## config.mk

```make
export PLATFORM = sky130hd
export DESIGN_NAME = lrcc_ram
export DESIGN_NICKNAME = d
export VERILOG_FILES = /design/src/rtl/lidar_ray_circle_caster_unit_assert.svh /design/src/rtl/lrcc_ram.sv
export SDC_FILE = /design/constraint.sdc
export NUM_CORES = 1
export LEC_CHECK = 0
export ABC_CLOCK_PERIOD_IN_PS = 2200
export BUFFER_PORTS_ARGS = -buffer_cell sky130_fd_sc_hd__buf_2
export CAP_MARGIN = 40
export CORE_MARGIN = 5
export CORE_UTILIZATION = 50
export CTS_BUF_LIST = sky130_fd_sc_hd__clkbuf_2
export DETAILED_ROUTE_END_ITERATION = 10
export PLACE_DENSITY = 0.66
export SYNTH_ARGS = -nofsm -noshare
export SYNTH_HDL_FRONTEND = slang
export SYNTH_SLANG_ARGS = --single-unit
```

## constraint.sdc

```tcl
create_clock -name clk -period 2.2 [get_ports clk]
set_input_delay 0.22 -clock clk [delete_from_list [all_inputs] [get_ports clk]]
set_output_delay 0.22 -clock clk [all_outputs]
set_load 0.005 [all_outputs]
```

## src/rtl/lidar_ray_circle_caster_unit_assert.svh

```systemverilog
// ---------------------------------------------------------------------------
// Assertion macros for the lidar ray caster
// Clocked on clk, disabled while arst_n is low.
// ---------------------------------------------------------------------------
`ifndef LIDAR_RAY_CIRCLE_CASTER_UNIT_ASSERT_SVH
`define LIDAR_RAY_CIRCLE_CASTER_UNIT_ASSERT_SVH

// same-cycle implication
`define LRCC_ASSERT_IMP(lbl, ante, cons, msg) \
	lbl: assert property (@(posedge clk) disable iff (!arst_n) (ante) |-> (cons)) \
		else $error(msg);

// next-cycle implication
`define LRCC_ASSERT_NXT(lbl, ante, cons, msg) \
	lbl: assert property (@(posedge clk) disable iff (!arst_n) (ante) |=> (cons)) \
		else $error(msg);

`endif

```

## src/rtl/lrcc_ram.sv

```systemverilog
// ---------------------------------------------------------------------------
// lrcc_ram
// Generic single-write, single-read RAM with registered read data.
// ---------------------------------------------------------------------------
`default_nettype none
module lrcc_ram #(
	parameter int WIDTH = 8,
	parameter int DEPTH = 64,
	parameter int AW    = (DEPTH > 1) ? $clog2(DEPTH) : 1
) (
	input  wire logic             clk,
	input  wire logic             we,
	input  wire logic [AW-1:0]    waddr,
	input  wire logic [WIDTH-1:0] wdata,
	input  wire logic [AW-1:0]    raddr,
	output logic      [WIDTH-1:0] rdata
);

	logic [WIDTH-1:0] mem [DEPTH];

	always_ff @(posedge clk) begin
		if (we) begin
			mem[waddr] <= wdata;
		end
		rdata <= mem[raddr];
	end

endmodule
`default_nettype wire

```

## After elaboration in Yosys (flattened, before gate mapping)

Memories as Yosys holds them, arrays and structs flattened. A register that Yosys moved wholly into a read port is not among the register bits.
Index checks and enable logic that the tools add are counted.

- Register bits: 0
- Memory bits (writable): 512
- Input port bits: 22
- Output and inout port bits: 8
- Word-level logic and storage cells: 3
- Memories: 1

Memories:

| memory | depth | bits a word | read ports | clocked after Yosys merged registers in | wr ports | line | text |
|---|---|---|---|---|---|---|---|
| mem | 64 | 8 | 1 | 1 | 1 | lrcc_ram.sv:19 | `logic [WIDTH-1:0] mem [DEPTH];` |

- Mux-type cells: 2

Operator list:

| kind | count |
|---|---|
| 1-bit 2-to-1 mux | 2 |

## Longest topological paths before layout

- Depth in word-level cells: 2
- Mapped depth: 9
- Mapped depth without buffers: 5

## Worst setup path after synthesis

Ideal clock, no wire load.

- Path kind: input-to-reg
- From: in raddr[1]
- To: reg rdata[3] (read register of mem)
- Setup time: 0.128 ns
- Data arrival time: 1.760 ns
- Required time: 2.072 ns
- Setup slack: 0.312 ns
- Stages: 7
- Buffers on the path: 3
- Cell sequence: buf_4 -> buf_2 -> buf_2 -> mux4_2 -> mux4_2 -> o21ai_1 -> o41ai_1

RTL lines:

| item | line | text |
|---|---|---|
| start, declared | lrcc_ram.sv:15 | `input wire logic [AW-1:0] raddr,` |
| end, declared | lrcc_ram.sv:16 | `output logic [WIDTH-1:0] rdata` |

==> impl_results.md <==
- Root buf cell: clkbuf_2
- Setup Fix Bufs, Post-CTS: 0
- Portion of netlist area occupied by mux cells: 0.159
- Worst vdd ir: 0.474 mV
- Count of final max-slew check failures: 0
- Grt met3 use: 0.0530
- Post-synthesis xor/xnor area fraction: 0
- Commonest non-fill, non-tap cell in the layout: edfxtp_1
- Fmax: 483 MHz
- Cell taking the most area after synthesis: edfxtp_1
- DRT Pass-1 Iters: 5
- Area of the core: 0.0398 sq mm
- Avg Inst Size Synth: 21.5 sq um
- PD cells: ~790 mW/mm^2
- Post-cts resize count: 0
- Most used routing layer: met2
- Post-synth cell types: 40
- IO buf count: 29
- Largest net degree at the start of global routing: 64
- Die Area: roughly 0.044 sq mm
- Crit path DAT: 2.95 ns
- Period Utilization, post-route: 0.941
- Power Total: 18.4 mW
- Seq/Total Area, Yosys: 0.770
- Cell breakdown of the critical path: mux4_2, mux2i_1, nand3_1, dlygate4sd3_1, nand3_1, o32ai_1
- H-tree Lvls: 4
- Final Cell Area: about 0.023 sq mm
- Post-synthesis instance total: 940
- Setup-failing EPs final: 0
- Routability cong.: 0.862
- Delay-heaviest family, CP: multiplexers
- Post-Synth Simple-Gate Area: 0.0339
- Post-synthesis compound-gate area fraction: 0.0207
- YS warnings: 0
- CTS sink count: 520
- Detail Route Antenna Nets: 0
- Critical path buffers and inverters: 1
- Number of nets in the layout: 1252
- Slew @ Worst Pin: 0.787 ns
- Worst endpoint required time: 3.08 ns
- Max stage delay cell, worst path: dlygate4sd3_1
- Io pins: 30
- Initial core utilization: 0.506
- Slowest stage delay, CP: approximately 0.61 ns
- Total track usage: 0.216
- Initial DRC Count: roughly 1100
- Hold Path Sink: rdata[7]
- Largest cells by area after synthesis: edfxtp_1 (76%), mux4_2 (14%), nor2_1 (1.5%)
- Detailed placer's ending HPWL: ~30000 microns
- CTS Buf Count: 131
- DR vias/cell: 5.79
- Dpl cells: ~1600
- Clk slew on worst S/H paths: 0.09 ns
- Post-synth top area share: 0.762
- Die height: 211 microns
- Main synth FF type: edfxtp_1
- Final std cells w/o fill: 1836
- CTS tree: built
- Total wire length: between 40000 and 50000 microns
- Worst hold slack: 0.222 ns
- Crit Path Class: reg2reg
- Hold path start: raddr[0]
- R2R depth: 6
- Synth async-reset ratio: 0
- Fin util: 0.588
- Layout cells sized above 1: 0.400
- Syn Std Cell Area: around 0.020 sq mm
- Area Growth Syn to Fin: 16.0%
- Reg2reg setup slack: 0.13 ns
- Synth Area in Adders: 0
- RR Startpoint: mem[59][4]
- Crit-path most repeated cell: nand3_1
- Residual DRC count: 0
- Max FO, Critical Path: 1
- Clock Skew: between 0.04 and 0.05 ns
- Synth Net Count: 962
- Setup WS pre-CTS: -0.249 ns
- Final worst setup slack: between 0.1 and 0.15 ns
- Vias in the first global route: 11200
- Relative slew slack: 0.476
- # Max-Cap Violations: 0
- HP Class: in2reg
- Met1 Use GR: 0.300
- Worst r2r dst: rdata[4]
- Final Hold Violating Endpoints: 0
- DIE WIDTH: 211 microns
- Leakage: 7.92 nW
- CP Launch Type: register
- Commonest non-fill, non-tap cells in the layout: edfxtp_1 (512), clkbuf_2 (188), buf_4 (138)
- First-pass GRT wire length: 70100 microns
- RSZ-0062 raised after global routing: no
- Fin Setup TNS: 0 ns
- Hold depth: 6
- EDFF count, synth: between 500 and 600
- Post-layout minimum cycle time: 2.07 ns
- Status: completed
- Placement Cell Area: 0.0220 sq mm
- Largest family of logic cells by synthesized area: multiplexers
- WL/cell: roughly 26 microns
- Clk_lat worst skew: 1.01 ns
- GRT overflow: 0
- Synth Register Bits: 520
- Initial antenna violation count: 2
- Site Rows: 73
- Routing usage on met2: 0.345
- DR vias: 10600
- CP Capture Type: register
- Clk buf depth: 3
## cell usage after synthesis, types with 3 or more instances
master,instances
edfxtp_1,512
mux4_2,126
nor2_1,83
mux2i_1,23
nand2_1,19
clkbuf_1,17
nor2b_1,14
buf_4,13
mux2_2,13
nand3_1,13
buf_2,11
dfxtp_1,8
o221ai_1,8
o22ai_1,8
nand2b_1,7
nor3_1,7
a221oi_1,6
a211oi_1,4
buf_1,4
buf_6,4
a21oi_1,3
a22oi_1,3
nand3b_1,3
o2111ai_1,3
o2bb2ai_1,3
## routing by layer
layer	up-vias	routed length (microns)
li1	4574	-
met1	5484	19000
met2	500	23100
met3	65	3840
met4	2	927
met5	-	11
## how the worst max path moves through the flow
stage               endpoint        from  cells after the start
global route        rdata[4]  mem[63][4]                      6
CTS                 rdata[2]  mem[59][2]                      7
floorplan           rdata[3]    raddr[1]                      7
global placement    rdata[7]    raddr[0]                      7
detailed placement  rdata[7]    raddr[0]                      7
finish              rdata[4]  mem[59][4]                      6
## area by class of cell
class / count / area [sq um]
fillers: 3083 / 16400
flip-flops and latches: 520 / 15500
multi-input cells: 369 / 4320
repair buffers: 208 / 1770
clock buffers: 188 / 941
well taps: 525 / 657
clock inverters: 25 / 175
diodes: 1 / 2.50
## state kept, by name (all words and copies together) (netlist names)
| name | count |
|---|---|
| rdata | 8 |
| mem | 512 |
## worst reg2reg max path, delay by kind of cell, from the launching register on
| family | cells | cell delay, ns |
|---|---|---|
| AO/OA/AOI/OAI | 1 | 0.09 |
| buffers and inverters | 1 | 0.61 |
| flip-flops | 1 | 0.38 |
| multiplexers | 2 | 0.64 |
| AND/OR/NAND/NOR | 2 | 0.21 |
## cell families (layout without fill, tap and decap cells)
logic type | Yosys count | after routing
mux | 162 | 162
flops | 520 | 520
compound gates | 54 | 54
other cells | 0 | 1
buf+inv | 51 | 421
simple gates | 153 | 153
## repair_timing
| item | CTS | global route |
|---|---|---|
| hold buffers | 28 | 0 |
| endpoints found under the hold margin | 846 | 0 |
| setup endpoints to repair | 0 | 1 |
## where the power goes
| part | switching, mW | internal [mW] | total (mW) |
|---|---|---|---|
| sequential | 0.0401 | 10.9 | 11.0 |
| clock | 3.63 | 2.61 | 6.24 |
| combinational | 0.647 | 0.507 | 1.15 |
(Power assumes the default switching activity.)
