File: src/rtl/lidar_ray_circle_caster_unit_assert.svh
// ---------------------------------------------------------------------------
// Assertion macros for the lidar ray caster
// Clocked on clk, disabled while arst_n is low.
// ---------------------------------------------------------------------------
`ifndef LIDAR_RAY_CIRCLE_CASTER_UNIT_ASSERT_SVH
`define LIDAR_RAY_CIRCLE_CASTER_UNIT_ASSERT_SVH

// same-cycle implication
`define LRCC_ASSERT_IMP(lbl, ante, cons, msg) \
	lbl: assert property (@(posedge clk) disable iff (!arst_n) (ante) |-> (cons)) \
		else $error(msg);

// next-cycle implication
`define LRCC_ASSERT_NXT(lbl, ante, cons, msg) \
	lbl: assert property (@(posedge clk) disable iff (!arst_n) (ante) |=> (cons)) \
		else $error(msg);

`endif

File: src/rtl/lrcc_pkg.sv
// ---------------------------------------------------------------------------
// lrcc_pkg
// Types, constants and tables shared by the lidar ray caster modules.
// ---------------------------------------------------------------------------
`default_nettype none
package lrcc_pkg;

	localparam int MAX_OBSTACLES_DEF = 64;

	localparam int COORD_W  = 24;
	localparam int RADIUS_W = 23;
	localparam int ANGLE_W  = 16;
	localparam int IDX_W    = 10;
	localparam int NRAYS_W  = 11;
	localparam int DIST_W   = 24;

	// serial divider
	localparam int DIV_W  = 26;
	localparam int DCNT_W = 5;

	// square root: 54-bit radicand, 27-bit root
	localparam int RAD_W  = 54;
	localparam int ROOT_W = 27;
	localparam int SCNT_W = 5;

	// cordic
	localparam int CORDIC_STEPS = 16;
	localparam int CS_W   = 20;
	localparam int Z_W    = 33;
	localparam logic signed [CS_W-1:0] CORDIC_X0 = 20'sd39797;

	// shared multiplier
	localparam int MUL_W  = 28;
	localparam int PROD_W = 2 * MUL_W;

	localparam logic [14:0] DEG_SCALE   = 15'd23040;
	localparam logic [3:0]  QUALITY_HIT = 4'd10;

	typedef enum logic [1:0] {
		MODE_CLEAR  = 2'd0,
		MODE_APPEND = 2'd1,
		MODE_CAST   = 2'd2,
		MODE_NONE   = 2'd3
	} mode_t;

	localparam logic REG_NUM_RAYS = 1'b0;
	localparam logic REG_MAX_DIST = 1'b1;

	typedef enum logic [4:0] {
		ST_IDLE,
		ST_DIV_MOD,
		ST_DIV_OFF,
		ST_DIV_ANG,
		ST_MD2,
		ST_MD2W,
		ST_OB_RD,
		ST_OB_LD,
		ST_OB_M1,
		ST_OB_M2,
		ST_OB_M3,
		ST_OB_M4,
		ST_OB_M5,
		ST_OB_M6,
		ST_OB_M7,
		ST_OB_M8,
		ST_OB_CHK,
		ST_OB_SQ,
		ST_OUT
	} state_t;

	typedef struct packed {
		logic              start;
		logic [DIV_W-1:0]  dividend;
		logic [NRAYS_W-1:0] divisor;
	} div_req_t;

	typedef struct packed {
		logic               done;
		logic [DIV_W-1:0]   quot;
		logic [NRAYS_W-1:0] rem;
	} div_rsp_t;

	typedef struct packed {
		logic             start;
		logic [RAD_W-1:0] radicand;
	} sqrt_req_t;

	typedef struct packed {
		logic              done;
		logic [ROOT_W-1:0] root;
	} sqrt_rsp_t;

	typedef struct packed {
		logic               start;
		logic [ANGLE_W-1:0] angle;
	} cordic_req_t;

	typedef struct packed {
		logic                   done;
		logic signed [CS_W-1:0] cs;
		logic signed [CS_W-1:0] sn;
	} cordic_rsp_t;

	// atan(2^-i) in units of 2^32 per turn
	function automatic logic signed [Z_W-1:0] atan_turn(input logic [3:0] i);
		logic signed [Z_W-1:0] v;
		unique case (i)
			4'd0:  v = 33'sd536870912;
			4'd1:  v = 33'sd316933406;
			4'd2:  v = 33'sd167458907;
			4'd3:  v = 33'sd85004756;
			4'd4:  v = 33'sd42667331;
			4'd5:  v = 33'sd21354465;
			4'd6:  v = 33'sd10679838;
			4'd7:  v = 33'sd5340245;
			4'd8:  v = 33'sd2670163;
			4'd9:  v = 33'sd1335087;
			4'd10: v = 33'sd667544;
			4'd11: v = 33'sd333772;
			4'd12: v = 33'sd166886;
			4'd13: v = 33'sd83443;
			4'd14: v = 33'sd41722;
			4'd15: v = 33'sd20861;
			default: v = '0;
		endcase
		return v;
	endfunction

endpackage
`default_nettype wire

File: src/rtl/lrcc_div.sv
// ---------------------------------------------------------------------------
// lrcc_div
// Restoring divider, one quotient bit per cycle.
// ---------------------------------------------------------------------------
`default_nettype none
module lrcc_div (
	input  wire logic              clk,
	input  wire logic              arst_n,
	input  wire lrcc_pkg::div_req_t req,
	output lrcc_pkg::div_rsp_t     rsp
);
	import lrcc_pkg::*;

	logic               busy_q;
	logic               done_q;
	logic [DCNT_W-1:0]  cnt_q;
	logic [DIV_W-1:0]   quo_q;
	logic [NRAYS_W-1:0] rem_q;
	logic [NRAYS_W-1:0] dvs_q;
	logic [NRAYS_W:0]   trial;
	logic               take;

	assign trial = {rem_q, quo_q[DIV_W-1]};
	assign take  = trial >= {1'b0, dvs_q};

	always_ff @(posedge clk or negedge arst_n) begin
		if (!arst_n) begin
			busy_q <= 1'b0;
			done_q <= 1'b0;
			cnt_q  <= '0;
		end else begin
			done_q <= 1'b0;
			if (req.start) begin
				busy_q <= 1'b1;
				cnt_q  <= '0;
			end else if (busy_q) begin
				cnt_q <= cnt_q + 1'b1;
				if (cnt_q == DCNT_W'(DIV_W - 1)) begin
					busy_q <= 1'b0;
					done_q <= 1'b1;
				end
			end
		end
	end

	always_ff @(posedge clk) begin
		if (req.start) begin
			quo_q <= req.dividend;
			rem_q <= '0;
			dvs_q <= req.divisor;
		end else if (busy_q) begin
			quo_q <= {quo_q[DIV_W-2:0], take};
			rem_q <= take ? NRAYS_W'(trial - {1'b0, dvs_q}) : trial[NRAYS_W-1:0];
		end
	end

	assign rsp.done = done_q;
	assign rsp.quot = quo_q;
	assign rsp.rem  = rem_q;

endmodule
`default_nettype wire

File: config.mk
export PLATFORM = sky130hd
export DESIGN_NAME = lrcc_div
export DESIGN_NICKNAME = d
export VERILOG_FILES = /design/src/rtl/lidar_ray_circle_caster_unit_assert.svh /design/src/rtl/lrcc_pkg.sv /design/src/rtl/lrcc_div.sv
export SDC_FILE = /design/constraint.sdc
export NUM_CORES = 1
export LEC_CHECK = 0
export BUFFER_PORTS_ARGS = -buffer_cell sky130_fd_sc_hd__clkbuf_2
export CORE_ASPECT_RATIO = 1.25
export CORE_MARGIN = 2
export CORE_UTILIZATION = 45
export CTS_CLUSTER_SIZE = 10
export DETAILED_ROUTE_END_ITERATION = 6
export PLACE_DENSITY = 0.66
export SLEW_MARGIN = 40
export SYNTH_ARGS = -nofsm -noshare
export SYNTH_HDL_FRONTEND = slang
export SYNTH_SLANG_ARGS = --single-unit
File: constraint.sdc
create_clock -name clk -period 3.35 [get_ports clk]
set_input_delay 0.5025 -clock clk [delete_from_list [all_inputs] [get_ports clk]]
set_output_delay 0.5025 -clock clk [all_outputs]
set_load 0.01 [all_outputs]
==> Word-level counts from Yosys, hierarchy flattened <==
Cells that the tools add are included.
{ "totals": {"reg_bits": 55, "input_bits": 40} }
{ "classes": {"add_sub_neg": 2, "n_reduce_logical": 1, "n_mux": 11, "magnitude_cmp": 1, "n_eq_ne": 1} }
{ "ops": {"columns": ["op", "n"], "rows": [
  ["2-to-1 mux 26 bit", 2],
  [">= comparator 12 x 11 -> 1 bit", 1],
  ["2-to-1 mux 11 bit", 1],
  ["subtractor 11 bit", 1],
  ["2-to-1 mux 5 bit", 2],
  ["2-to-1 mux 1 bit", 6],
  ["adder 5 x 1 -> 5 bit, second input constant", 1],
  ["equality test 5 bit, second input constant", 1],
  ["nonzero test 2 bit", 1]
]} }

==> Depth between registers and ports, before layout <==
{ "logic_depth": {"word_depth": 4, "depth_mapped": 10, "mapped_depth_nobuf": 9} }

==> Worst setup path before layout <==
No wires, ideal clock.
{ "synth_path": {"kind": "reg2reg", "startpoint": "register quo_q[25]", "endpoint": "register rem_q[0]", "path_stages_with_launch": 10, "period_less_slack_ps": 2253, "setup_slack_ps": 1097, "arrival_time_ps": 2174, "path_cell_list": "edfxtp_1 -> inv_1 -> ha_1 -> fa_1 -> nor2b_1 -> o31a_1 -> o21ai_4 -> o21ai_4 -> mux2_4 -> a211oi_2"} }
{ "synth_between": {"elab_chain_len": 2} }
{ "synth_lines": {"columns": ["item", "line", "rtl"], "rows": [
  ["start, declared", "lrcc_div.sv:17", "logic [DIV_W-1:0] quo_q;"],
  ["start signal, assigned", "lrcc_div.sv:48", "quo_q <= req.dividend;"],
  ["start signal, assigned", "lrcc_div.sv:52", "quo_q <= {quo_q[DIV_W-2:0], take};"],
  ["subtractor 11 bit / >= comparator 12 x 11 -> 1 bit (equally long branches)", "lrcc_div.sv:53, lrcc_div.sv:24", null],
  ["2-to-1 mux 11 bit *", "lrcc_div.sv:53", "rem_q <= take ? NRAYS_W'(trial - {1'b0, dvs_q}) : trial[NRAYS_W-1:0];"],
  ["end signal, assigned", "lrcc_div.sv:53", null],
  ["end, declared", "lrcc_div.sv:18", "logic [NRAYS_W-1:0] rem_q;"]
]} }
Mark *: on every way between the ends. The rest lies on a longest branch, timed or not.
A chain may end at the register's enable or synchronous reset.

==> Final worst setup path <==
Ends and elaborated chain as after synthesis.

==> impl_metrics.env <==
export IMPL_status="finished clean"
export IMPL_synth_ff_type="edfxtp_1"
export IMPL_fin_nets=362
export IMPL_fin_skew_ns=0.006036
export IMPL_slew_headroom_pct=58.36
export IMPL_cp_num_buf_inv=1
export IMPL_ctsRootBufferMaster="clkbuf_8"
export IMPL_initial_core_util_pct=46.57
export IMPL_ant_nets=0
export IMPL_yosysTopAreaCell="edfxtp_1"
export IMPL_crit_family="compound AO/OA/AOI/OAI gates"
export IMPL_slowest_stage="fa_1"
export IMPL_async_flop_share_pct=12.73
export IMPL_placedCellCount=386
export IMPL_cts_made_buffers=5
export IMPL_avgViaCountPerCell=5.162
export IMPL_cp_cell_sequence="inv_1 -> ha_1 -> fa_1 -> nor2b_1 -> o31a_1 -> o21ai_4 -> o21ai_4 -> mux2_4 -> a211oi_2"
export IMPL_drive_above_1_share_pct=38.83
export IMPL_layout_common_cells="77 x clkbuf_2, 37 x edfxtp_1, 26 x mux2_2, 20 x nor2_1, 15 x inv_1"
export IMPL_worstSetupEndpointType="register"
export IMPL_grt_overflow_total=0
export IMPL_worstPathArrival_ns=2.76
export IMPL_dr_pass1_iters=4
export IMPL_htreeDepth=2
export IMPL_crit_fanout=14
export IMPL_die_x_um=75.45
export IMPL_tightest_slew_ns=0.6247
export IMPL_wl_um=5523
export IMPL_ys_seq_elements=55
export IMPL_vias=2034
export IMPL_synth_nets=288
export IMPL_ys_seq_area_share_pct=52.46
export IMPL_hold_viol_final=0
export IMPL_cp_required_ns=3.58
export IMPL_drc=0
export IMPL_cts_tree="built"
export IMPL_finalCritPeriodShare_pct=75.58
export IMPL_cp_common_cell="o21ai_4"
export IMPL_wl_per_cell_um=14.02
export IMPL_slew_viol_final=0
export IMPL_cpPeakStageDelay_ns=0.40
export IMPL_n_antenna_cell=0
export IMPL_start_kind="register"
export IMPL_yosys_warnings=0
export IMPL_synth_avg_cell_area_sq_um=12.27
export IMPL_die_area_sq_um=7040
export IMPL_synth_edf_count=37
export IMPL_coreArea_sq_um=6166
export IMPL_rsz0062_at_grt="no"
export IMPL_worstSkewPairLatency_ns=0.30
export IMPL_gp_congestion=0.8489
export IMPL_cts_resized=0
export IMPL_cts_setup_buffers=0
export IMPL_grtUsageTotal_pct=16.88
export IMPL_die_h_um=93.31
export IMPL_yosysUniqueCellTypes=49
export IMPL_max_clock_freq_mhz=394.9
export IMPL_grt_pass1_wl_um=9094
export IMPL_layout_min_cycle_time_ns=2.532
export IMPL_final_cells=394
export IMPL_syn_area_sq_um=2872
export IMPL_antenna_found_initial=0
export IMPL_grt_pass1_vias=1964
export IMPL_p_leak_nw=1.497
export IMPL_hold_path_class="in2async"
export IMPL_drt_iter0_markers=73
export IMPL_cap_violations=0
export IMPL_pin_count=78
export IMPL_grt_max_degree=37
export IMPL_row_count=32
export IMPL_cellPowerDensity_nw_per_um2=624.1
export IMPL_layout_commonest_cell="clkbuf_2"
export IMPL_syn_to_final_growth_pct=19.04
export IMPL_clkSinkCount=55
export IMPL_clkTransAtPathRegs_ns=0.10
export IMPL_ir_worst_vdd_mv=0.3515
export IMPL_setup_tns_ns=0
export IMPL_synth_top_area_share_pct=38.69
export IMPL_clockBufferDepth=2
export IMPL_postSynthCellCount=234
export IMPL_port_buffers=77
export IMPL_cts_hold_buf=0
export IMPL_dp_hpwl_um=4066
export IMPL_critical_path_class="reg2reg"
export IMPL_yosys_top_cells_area="edfxtp_1 39%, mux2_2 10%, dfxtp_1 7.7%"
export IMPL_final_setup_viol_count=0
## kinds of logic (layout without fill, tap and decap cells)
| kind of cell | after synthesis | in the layout | synth area share (%) |
|---|---|---|---|
| and+or+nand+nor | 56 | 56 | 11.63 |
| DFF | 55 | 55 | 52.46 |
| AOI/OAI and AO/OA | 40 | 40 | 10.02 |
| muxes | 33 | 33 | 12.81 |
| buffers and inverters | 27 | 102 | 3.965 |
| adders and majority gates | 14 | 14 | 6.362 |
| xor gates and xnor gates | 9 | 9 | 2.745 |
## synthesized netlist by cell type (2+ instances only)
| cell | n |
|---|---|
| nand4_1 | 3 |
| a311oi_1 | 2 |
| dfxtp_1 | 11 |
| mux2i_1 | 6 |
| buf_1 | 4 |
| a21oi_1 | 7 |
| ha_1 | 13 |
| o21ai_1 | 3 |
| o21a_1 | 2 |
| nand2b_1 | 4 |
| xnor2_1 | 6 |
| or3_1 | 2 |
| inv_1 | 15 |
| edfxtp_1 | 37 |
| nor3b_1 | 2 |
| o22ai_1 | 2 |
| o211ai_1 | 2 |
| nand2_1 | 8 |
| nor2_1 | 20 |
| clkbuf_1 | 5 |
| a211oi_1 | 8 |
| o31a_1 | 2 |
| nand3_1 | 2 |
| o21ai_0 | 5 |
| nor3_1 | 2 |
| dfrtp_1 | 7 |
| o21ai_4 | 2 |
| nor2b_1 | 2 |
| xor2_1 | 3 |
| nor4_4 | 2 |
| nor4_1 | 2 |
| mux2_2 | 26 |
## layout make-up
class	instances	area (sq um)
Clock buffer	6	72.57
Clock inverter	2	12.51
Fill cell	562	2748
Inverter	15	56.30
Multi-Input combinational cell	152	1251
Sequential cell	55	1506
Tap cell	85	106.4
Timing Repair Buffer	79	412.9
## state kept, by name (all words and copies together) (netlist names)
name,cells
quo_q,26
dvs_q,11
rem_q,11
cnt_q,5
busy_q,1
done_q,1
## metal layers
layer  GRT usage, %  vias to the layer above  part of all wire [%]
met4          6.871                        0                   2.1
met2          25.94                       58                    48
met3          5.065                       11                   6.6
met1          21.96                      947                    43
li1               -                     1018                     -
met5              0                        -                     0
## worst register-to-register path, stage by stage (launching register included)
cell and delay (ns):
edfxtp_1 0.35, inv_1 0.06, ha_1 0.22, fa_1 0.40, nor2b_1 0.16, o31a_1 0.22, o21ai_4 0.11, o21ai_4 0.39
mux2_4 0.35, a211oi_2 0.20
## report_power, final
| part | internal (mW) | leakage [nW] | total [mW] | switching, mW |
|---|---|---|---|---|
| Sequential | 0.839 | 0.565 | 0.929 | 0.0896 |
| Clock | 0.147 | 0.0428 | 0.358 | 0.211 |
| Combinational | 0.394 | 0.890 | 0.846 | 0.452 |
## final timing paths
check	cells past startpoint	start	slack (ns)	endpoint
min in group clk	1	req[0]	0.36	dvs_q[0]$_DFFE_PP_
setup reg to reg	9	quo_q[25]$_DFFE_PP_	0.82	rem_q[0]$_SDFFE_PP0P_
hold reg to reg	2	rem_q[4]$_SDFFE_PP0P_	0.54	rem_q[4]$_SDFFE_PP0P_
setup / recovery	9	quo_q[25]$_DFFE_PP_	0.82	rem_q[0]$_SDFFE_PP0P_
max in group asynchronous	1	arst_n	3.18	busy_q$_DFF_PN0_
hold / removal	1	arst_n	0.02	cnt_q[2]$_DFFE_PN0P_
## metrics by stage
stage	area (sq um)	hold WS (ns)	util, %	total power, mW	setup slack [ns]
after floorplan	2872	0.2069	-	1.565	1.097
after global placement	3333	0.3515	54.06	1.788	0.8282
after detailed placement	3333	0.3504	54.06	1.794	0.7929
after CTS	3418	0.008461	55.44	2.164	0.7748
after global routing	3418	0.01297	55.44	2.295	0.5653
final	3418	0.01529	55.44	2.133	0.8180
No activity file was read; power rests on OpenSTA's default activity.
