$ cat src/rtl/lidar_ray_circle_caster_unit_assert.svh
// ---------------------------------------------------------------------------
// Assertion macros for the lidar ray caster
// Clocked on clk, disabled while arst_n is low.
// ---------------------------------------------------------------------------
`ifndef LIDAR_RAY_CIRCLE_CASTER_UNIT_ASSERT_SVH
`define LIDAR_RAY_CIRCLE_CASTER_UNIT_ASSERT_SVH

// same-cycle implication
`define LRCC_ASSERT_IMP(lbl, ante, cons, msg) \
	lbl: assert property (@(posedge clk) disable iff (!arst_n) (ante) |-> (cons)) \
		else $error(msg);

// next-cycle implication
`define LRCC_ASSERT_NXT(lbl, ante, cons, msg) \
	lbl: assert property (@(posedge clk) disable iff (!arst_n) (ante) |=> (cons)) \
		else $error(msg);

`endif

$ cat src/rtl/lrcc_pkg.sv
// ---------------------------------------------------------------------------
// lrcc_pkg
// Types, constants and tables shared by the lidar ray caster modules.
// ---------------------------------------------------------------------------
`default_nettype none
package lrcc_pkg;

	localparam int MAX_OBSTACLES_DEF = 64;

	localparam int COORD_W  = 24;
	localparam int RADIUS_W = 23;
	localparam int ANGLE_W  = 16;
	localparam int IDX_W    = 10;
	localparam int NRAYS_W  = 11;
	localparam int DIST_W   = 24;

	// serial divider
	localparam int DIV_W  = 26;
	localparam int DCNT_W = 5;

	// square root: 54-bit radicand, 27-bit root
	localparam int RAD_W  = 54;
	localparam int ROOT_W = 27;
	localparam int SCNT_W = 5;

	// cordic
	localparam int CORDIC_STEPS = 16;
	localparam int CS_W   = 20;
	localparam int Z_W    = 33;
	localparam logic signed [CS_W-1:0] CORDIC_X0 = 20'sd39797;

	// shared multiplier
	localparam int MUL_W  = 28;
	localparam int PROD_W = 2 * MUL_W;

	localparam logic [14:0] DEG_SCALE   = 15'd23040;
	localparam logic [3:0]  QUALITY_HIT = 4'd10;

	typedef enum logic [1:0] {
		MODE_CLEAR  = 2'd0,
		MODE_APPEND = 2'd1,
		MODE_CAST   = 2'd2,
		MODE_NONE   = 2'd3
	} mode_t;

	localparam logic REG_NUM_RAYS = 1'b0;
	localparam logic REG_MAX_DIST = 1'b1;

	typedef enum logic [4:0] {
		ST_IDLE,
		ST_DIV_MOD,
		ST_DIV_OFF,
		ST_DIV_ANG,
		ST_MD2,
		ST_MD2W,
		ST_OB_RD,
		ST_OB_LD,
		ST_OB_M1,
		ST_OB_M2,
		ST_OB_M3,
		ST_OB_M4,
		ST_OB_M5,
		ST_OB_M6,
		ST_OB_M7,
		ST_OB_M8,
		ST_OB_CHK,
		ST_OB_SQ,
		ST_OUT
	} state_t;

	typedef struct packed {
		logic              start;
		logic [DIV_W-1:0]  dividend;
		logic [NRAYS_W-1:0] divisor;
	} div_req_t;

	typedef struct packed {
		logic               done;
		logic [DIV_W-1:0]   quot;
		logic [NRAYS_W-1:0] rem;
	} div_rsp_t;

	typedef struct packed {
		logic             start;
		logic [RAD_W-1:0] radicand;
	} sqrt_req_t;

	typedef struct packed {
		logic              done;
		logic [ROOT_W-1:0] root;
	} sqrt_rsp_t;

	typedef struct packed {
		logic               start;
		logic [ANGLE_W-1:0] angle;
	} cordic_req_t;

	typedef struct packed {
		logic                   done;
		logic signed [CS_W-1:0] cs;
		logic signed [CS_W-1:0] sn;
	} cordic_rsp_t;

	// atan(2^-i) in units of 2^32 per turn
	function automatic logic signed [Z_W-1:0] atan_turn(input logic [3:0] i);
		logic signed [Z_W-1:0] v;
		unique case (i)
			4'd0:  v = 33'sd536870912;
			4'd1:  v = 33'sd316933406;
			4'd2:  v = 33'sd167458907;
			4'd3:  v = 33'sd85004756;
			4'd4:  v = 33'sd42667331;
			4'd5:  v = 33'sd21354465;
			4'd6:  v = 33'sd10679838;
			4'd7:  v = 33'sd5340245;
			4'd8:  v = 33'sd2670163;
			4'd9:  v = 33'sd1335087;
			4'd10: v = 33'sd667544;
			4'd11: v = 33'sd333772;
			4'd12: v = 33'sd166886;
			4'd13: v = 33'sd83443;
			4'd14: v = 33'sd41722;
			4'd15: v = 33'sd20861;
			default: v = '0;
		endcase
		return v;
	endfunction

endpackage
`default_nettype wire

$ cat src/rtl/lrcc_cordic.sv
// ---------------------------------------------------------------------------
// lrcc_cordic
// Rotation-mode cordic, one micro-rotation per cycle, Q16 cos and sin.
// ---------------------------------------------------------------------------
`default_nettype none
module lrcc_cordic (
	input  wire logic                 clk,
	input  wire logic                 arst_n,
	input  wire lrcc_pkg::cordic_req_t req,
	output lrcc_pkg::cordic_rsp_t     rsp
);
	import lrcc_pkg::*;

	logic                   busy_q;
	logic                   done_q;
	logic [3:0]             i_q;
	logic                   flip_q;
	logic signed [CS_W-1:0] x_q;
	logic signed [CS_W-1:0] y_q;
	logic signed [Z_W-1:0]  z_q;
	logic signed [CS_W-1:0] xs;
	logic signed [CS_W-1:0] ys;
	logic signed [ANGLE_W:0] w;
	logic                   flip;

	// fold the left half-plane onto the right one
	always_comb begin
		flip = 1'b0;
		if (req.angle >= 16'd16384 && req.angle < 16'd49152) begin
			w    = $signed({1'b0, req.angle}) - 17'sd32768;
			flip = 1'b1;
		end else if (req.angle >= 16'd49152) begin
			w = $signed({1'b0, req.angle}) - 17'sd65536;
		end else begin
			w = $signed({1'b0, req.angle});
		end
	end

	assign xs = x_q >>> i_q;
	assign ys = y_q >>> i_q;

	always_ff @(posedge clk or negedge arst_n) begin
		if (!arst_n) begin
			busy_q <= 1'b0;
			done_q <= 1'b0;
			i_q    <= '0;
		end else begin
			done_q <= 1'b0;
			if (req.start) begin
				busy_q <= 1'b1;
				i_q    <= '0;
			end else if (busy_q) begin
				i_q <= i_q + 1'b1;
				if (i_q == 4'(CORDIC_STEPS - 1)) begin
					busy_q <= 1'b0;
					done_q <= 1'b1;
				end
			end
		end
	end

	always_ff @(posedge clk) begin
		if (req.start) begin
			x_q    <= CORDIC_X0;
			y_q    <= '0;
			z_q    <= Z_W'(w) <<< 16;
			flip_q <= flip;
		end else if (busy_q) begin
			if (z_q >= 0) begin
				x_q <= x_q - ys;
				y_q <= y_q + xs;
				z_q <= z_q - atan_turn(i_q);
			end else begin
				x_q <= x_q + ys;
				y_q <= y_q - xs;
				z_q <= z_q + atan_turn(i_q);
			end
		end
	end

	assign rsp.done = done_q;
	assign rsp.cs   = flip_q ? -x_q : x_q;
	assign rsp.sn   = flip_q ? -y_q : y_q;

endmodule
`default_nettype wire

$ cat config.mk
export PLATFORM = sky130hd
export DESIGN_NAME = lrcc_cordic
export DESIGN_NICKNAME = d
export VERILOG_FILES = /design/src/rtl/lidar_ray_circle_caster_unit_assert.svh /design/src/rtl/lrcc_pkg.sv /design/src/rtl/lrcc_cordic.sv
export SDC_FILE = /design/constraint.sdc
export NUM_CORES = 1
export LEC_CHECK = 0
export BUFFER_PORTS_ARGS = -buffer_cell sky130_fd_sc_hd__clkbuf_2
export CELL_PAD_IN_SITES_DETAIL_PLACEMENT = 0
export CELL_PAD_IN_SITES_GLOBAL_PLACEMENT = 1
export CORE_ASPECT_RATIO = 0.6
export CORE_MARGIN = 2
export CORE_UTILIZATION = 48
export DETAILED_ROUTE_END_ITERATION = 6
export GPL_ROUTABILITY_DRIVEN = 0
export PLACE_DENSITY_LB_ADDON = 0.1
export SYNTH_ARGS = -nofsm -noshare
export SYNTH_HDL_FRONTEND = slang
export SYNTH_SLANG_ARGS = --single-unit
$ cat constraint.sdc
create_clock -name clk -period 9.33 [get_ports clk]
set_clock_uncertainty 0.1 [all_clocks]
set_input_delay 0.4665 -clock clk [delete_from_list [all_inputs] [get_ports clk]]
set_output_delay 0.4665 -clock clk [all_outputs]
set_load 0.05 [all_outputs]
; ---- After elaboration in Yosys (flattened, before gate mapping)
; Memory sizes are Yosys's and may differ from the RTL's.
; Index checks and enable logic that the tools add are counted.
[word_totals]
reg_bits = 80
romBits = 960
inputBits = 19
elab_cells = 54
mem_count = 2
[op_classes]
addsub = 11
magnitude_cmp = 4
eq_ne = 1
shifts = 2
muxes = 24
reduce_logical = 2
[memory_table]
columns = memory, depth, word_bits, rd, rd_ports_with_merged_regs, wr, line_no
row1 = (no name shown), 16, 30, 1, 0, 0, lrcc_pkg.sv:107  ; unique case (i)
row2 = (no name shown), 16, 30, 1, 0, 0, lrcc_pkg.sv:107
[ops]
columns = op, n
row1 = $mux W33, 9
row2 = $mux W20, 4
row3 = $add A20 B20 Y20, 2
row4 = $neg A20 Y20, 2
row5 = $sshr A20 B4 Y20, 2
row6 = $sub A20 B20 Y20, 2
row7 = $mux W17, 2
row8 = $add A33 B33 Y33, 1
row9 = $ge A33 B1 Y1 const B, 1
row10 = $sub A33 B33 Y33, 1
row11 = $sub A16 B16 Y17 const B, 1
row12 = $sub A17 B17 Y17 const B, 1
row13 = $ge A16 B15 Y1 const B, 1
row14 = $ge A16 B16 Y1 const B, 1
row15 = $lt A16 B16 Y1 const B, 1
row16 = $mux W4, 2
row17 = $mux W1, 7
row18 = $add A4 B1 Y4 const B, 1
row19 = $eq A4 B4 Y1 const B, 1
row20 = $reduce_bool A2 Y1, 1
row21 = $logic_and A1 B1 Y1, 1

; ---- Logic depth before layout (Yosys ltp)
[depth]
ltp_word = 8
depth_mapped = 29
depth_no_buf = 24

; ---- Worst setup path after synthesis
; No wires, ideal clock.
[synth_timing]
path_type = reg2reg
from = reg i_q[1]
to = reg z_q[31], data pin
setup_ps = 259
arrival_time_ps = 6833
required_ps = 8971
slack_ps = 2138
path_stages_with_launch = 29
path_buffers = 5
period_less_slack_ps = 7192
path_cell_list = dfrtp_1 > buf_2 > inv_2 > buf_1 > buf_1 > ha_1 > clkbuf_2 > nand2_1 > a21oi_1 > a21oi_1 > ha_1 > inv_1 > or3b_1 > or4_1 > or4b_1 > or3_4 > nand2_2 > xnor2_1 > ha_1 > clkbuf_1 > a21o_1 > a21o_1 > a21o_1 > or3_1 > o211ai_1 > a31oi_1 > a41oi_1 > a221oi_1 > o31a_1
[synth_between]
elab_chain_len = 8
elab_cells_between_ends = 13
[synth_lines]
columns = item, line_no
row1 = "start, declared", lrcc_cordic.sv:16  ; logic [3:0] i_q;
row2 = "start signal, assigned", lrcc_cordic.sv:53  ; i_q <= i_q + 1'b1;
row3 = $mem_v2 Z16 W30, -
row4 = $mux W33, lrcc_cordic.sv:69  ; if (z_q >= 0) begin
row5 = $mux W33, lrcc_cordic.sv:68  ; end else if (busy_q) begin
row6 = $mux W33, lrcc_cordic.sv:63  ; if (req.start) begin
row7 = $add A33 B33 Y33 or $sub A33 B33 Y33 (tied branches), "lrcc_cordic.sv:76, lrcc_cordic.sv:72"
row8 = $mux W33 (*), lrcc_cordic.sv:69
row9 = $mux W33 (*), lrcc_cordic.sv:68
row10 = $mux W33 (*), lrcc_cordic.sv:63
row11 = "end signal, assigned", lrcc_cordic.sv:66  ; z_q <= Z_W'(w) <<< 16;
row12 = "end signal, assigned", lrcc_cordic.sv:72  ; z_q <= z_q - atan_turn(i_q);
row13 = "end signal, assigned", lrcc_cordic.sv:76  ; z_q <= z_q + atan_turn(i_q);
row14 = "end, declared", lrcc_cordic.sv:20  ; logic signed [Z_W-1:0] z_q;
; Mark *: on every way between the ends. The rest lies on a longest branch, timed or not. The select of a mux whose other input is x is not followed.
; A chain may end at the register's enable or synchronous reset.

; ---- Worst setup path in the final report
[layout_timing]
from = reg i_q[0]
to = reg z_q[31], data pin
; Same word-level chain as after synthesis.

==> impl_metrics.tcl <==
set metrics [dict create \
    status "completed" \
    synth_nets 1497 \
    yosysUniqueCellTypes 75 \
    routed_wl_um 32700 \
    path_cells "inv_1 -> ha_1 -> nand2_1 -> a21oi_1 -> a21oi_1 -> ha_1 -> inv_1 -> or3b_1 -> or4_1 -> or4b_1 -> or3_4 -> nand2_2 -> xnor2_1 -> ha_1 -> a21o_1 -> a21o_1 -> a21o_1 -> or3_1 -> o211ai_1 -> a31oi_1 -> a41oi_1 -> a221oi_1 -> o31a_1" \
    cpPeakStageDelay_ns 0.70 \
    yosys.area.top_type "dfxtp_1" \
    crit_slowest_cell "dfrtp_4" \
    viasPerCell 6.02 \
    crit_path_start_kind "flop" \
    netlist_instances 1390 \
    clk_pin_slew_worst_paths_ns 0.08 \
    antenna_found_initial 0 \
    yosysWarnings 0 \
    initialDrtViolationCount 865 \
    die_area_um2 24300 \
    drv_slew 0 \
    timing.final.crit_share_pct 77.7 \
    synthTopCellsByCount "nand2_1, a21oi_1, o21ai_0, xnor2_1, nor2_1" \
    clk_latency_ns 0.37 \
    h-tree-depth 3 \
    crit_family "simple AND/OR/NAND/NOR gates" \
    setup_ws_ns 2.08 \
    grt_overflow 0 \
    fmax_mhz 138 \
    synth_edf_count 18 \
    drt-pass1-iter-count 5 \
    syn2layout_area_growth_pct 5.82 \
    arrival_ns 7.27 \
    cts_root_buffer "clkbuf_16" \
    design.core.area_um2 22300 \
    cts_resized 0 \
    nets 1475 \
    drive_above_1_share_pct 13.5 \
    antennaDiodeCount 0 \
    path_max_fanout 32 \
    place_ws_ns 2.20 \
    grt_start_max_net_pins 71 \
    synth_ff_type "dfxtp_1" \
    dp_cells 1664 \
    post_drt_wl_per_cell_um 19.5 \
    route.detailed.drc 0 \
    synthArstFlopShare_pct 7.50 \
    grt_pass1_vias 9137 \
    hold_viol 0 \
    rows 42 \
    cts_setup_buffers 0 \
    yosysMostFrequentCell "nand2_1" \
    avgSynthCellArea_um2 7.95 \
    cap_viol_max_count 0 \
    die_w_um 200 \
    cts_inserted_buffers 9 \
    initial_core_util_pct 49.5 \
    required_ns 9.35 \
    period_needed_ns 7.25 \
    synthesis.area_um2 11100 \
    cts_tree "built" \
    rsz0062_at_grt "no" \
    grt_usage_pct 27.6 \
    cts.sinks 80 \
    dieHeight_um 122 \
    layout.cells.non_filler 1681 \
    synth_top_cell_area_share_pct 10.1 \
    reg2reg_slack_ns 2.08 \
    dp_hpwl_um 23900 \
    ant_nets 0 \
    cts_max_path_buffers 2 \
    io_pins 60 \
    tightestPinTransition_ns 0.953 \
    synthTopCellsByArea "dfxtp_1, ha_1, xnor2_1" \
    tns_ns 0 \
    hold_path_class "primary input to flop" \
    grt_pass1_wl_um 51800 \
    maxSlewHeadroom_pct 36.4 \
    cp-end-kind "flop" \
    ys_ff_latch 80 \
    critPathKind "flop to flop" \
    vias 10100 \
    critPathBufInv 2 \
    numPortBuffers 59 \
    ys_seq_area_share_pct 16.4 \
    setup_viol 0 \
]
==> cell families (layout without fill, tap and decap cells) <==
group	after synthesis	in the layout	share of synthesized area [%]
AO/OA/AOI/OAI	382	382	21.5
XOR/XNOR	159	159	12.6
adder cells (fa/ha/maj)	88	88	10.2
buffers and inverters	151	134	5.47
flip-flops	80	80	16.4
multiplexers	126	126	16.3
AND/OR/NAND/NOR	404	404	17.6
==> sequential cells by signal (all words and copies together) (netlist names) <==
register	cells
z_q	33
x_q	20
y_q	20
i_q	4
busy_q	1
done_q	1
flip_q	1
==> through the flow <==
step                hold slack (ns)  util [%]  instance area (um^2)
finish                        0.271      52.4                 11700
global route                  0.282      52.4                 11700
CTS                           0.259      52.4                 11700
detailed placement            0.220      51.1                 11400
global placement              0.220      51.1                 11400
floorplan                    0.0709         -                 11100
==> cell usage in the layout, fill, tap and decap left out, types with 6 or more instances in the layout <==
cell / Yosys / layout
a211o_1: 6 / 6
a211oi_1: 13 / 13
a21o_1: 28 / 28
a21oi_1: 109 / 109
a31oi_1: 11 / 11
and2_1: 10 / 10
and3_1: 14 / 14
buf_4: 5 / 13
clkbuf_16: 0 / 9
clkbuf_2: 1 / 59
dfxtp_1: 56 / 56
edfxtp_1: 18 / 18
ha_1: 85 / 85
inv_1: 42 / 42
mux2_2: 25 / 25
mux2i_1: 60 / 60
mux4_2: 41 / 41
nand2_1: 132 / 132
nand2b_1: 22 / 22
nand3_1: 18 / 18
nand4_1: 7 / 7
nor2_1: 106 / 106
nor2b_1: 12 / 12
nor3_1: 22 / 22
o211ai_1: 13 / 13
o21a_1: 8 / 8
o21ai_0: 109 / 109
o21bai_1: 12 / 12
o31ai_1: 22 / 22
or2_2: 13 / 13
or3_1: 15 / 15
or4_1: 6 / 6
xnor2_1: 109 / 109
xor2_1: 50 / 50
==> cell type report <==
| class | count | area (um^2) |
|---|---|---|
| Clock buffer | 9 | 225 |
| Clock inverter | 7 | 56.3 |
| Fill cell | 2154 | 10600 |
| Inverter | 45 | 169 |
| Multi-Input combinational cell | 1159 | 8630 |
| Sequential cell | 80 | 1820 |
| Tap cell | 308 | 385 |
| Timing Repair Buffer | 73 | 403 |
==> worst reg2reg max path, delay by kind of cell, from the launching register on <==
family	cells	cell delay, ns
XOR/XNOR	1	0.10
buffers and inverters	2	0.32
AO/OA/AOI/OAI	10	2.11
flip-flops	1	0.70
adder cells (fa/ha/maj)	3	1.08
AND/OR/NAND/NOR	7	2.60
==> routing by layer <==
metal,vias to the layer above,global-route usage [%],share of wire (%)
li1,4994,-,-
met1,4744,44.0,52
met2,354,36.5,38
met3,20,7.45,9.5
met4,0,5.00,0.86
met5,-,0,0
==> worst paths after layout <==
| path | start | to | cells past startpoint |
|---|---|---|---|
| setup / recovery | i_q[0] | z_q[31] | 23 |
| hold / removal | req[7] | z_q[23] | 3 |
| setup reg to reg | i_q[0] | z_q[31] | 23 |
| hold reg to reg | z_q[8] | z_q[8] | 2 |
| max in group asynchronous | arst_n | i_q[0] | 2 |
| min in group asynchronous | arst_n | i_q[0] | 2 |
==> repair_timing <==
item | CTS | global route
setup endpoints to repair | 0 | 0
hold endpoints to repair | 6 | 0
hold buffers | 1 | 0
Power is not shown: default switching activity piles up to over one toggle a cycle in this logic, so the estimate is an artifact.
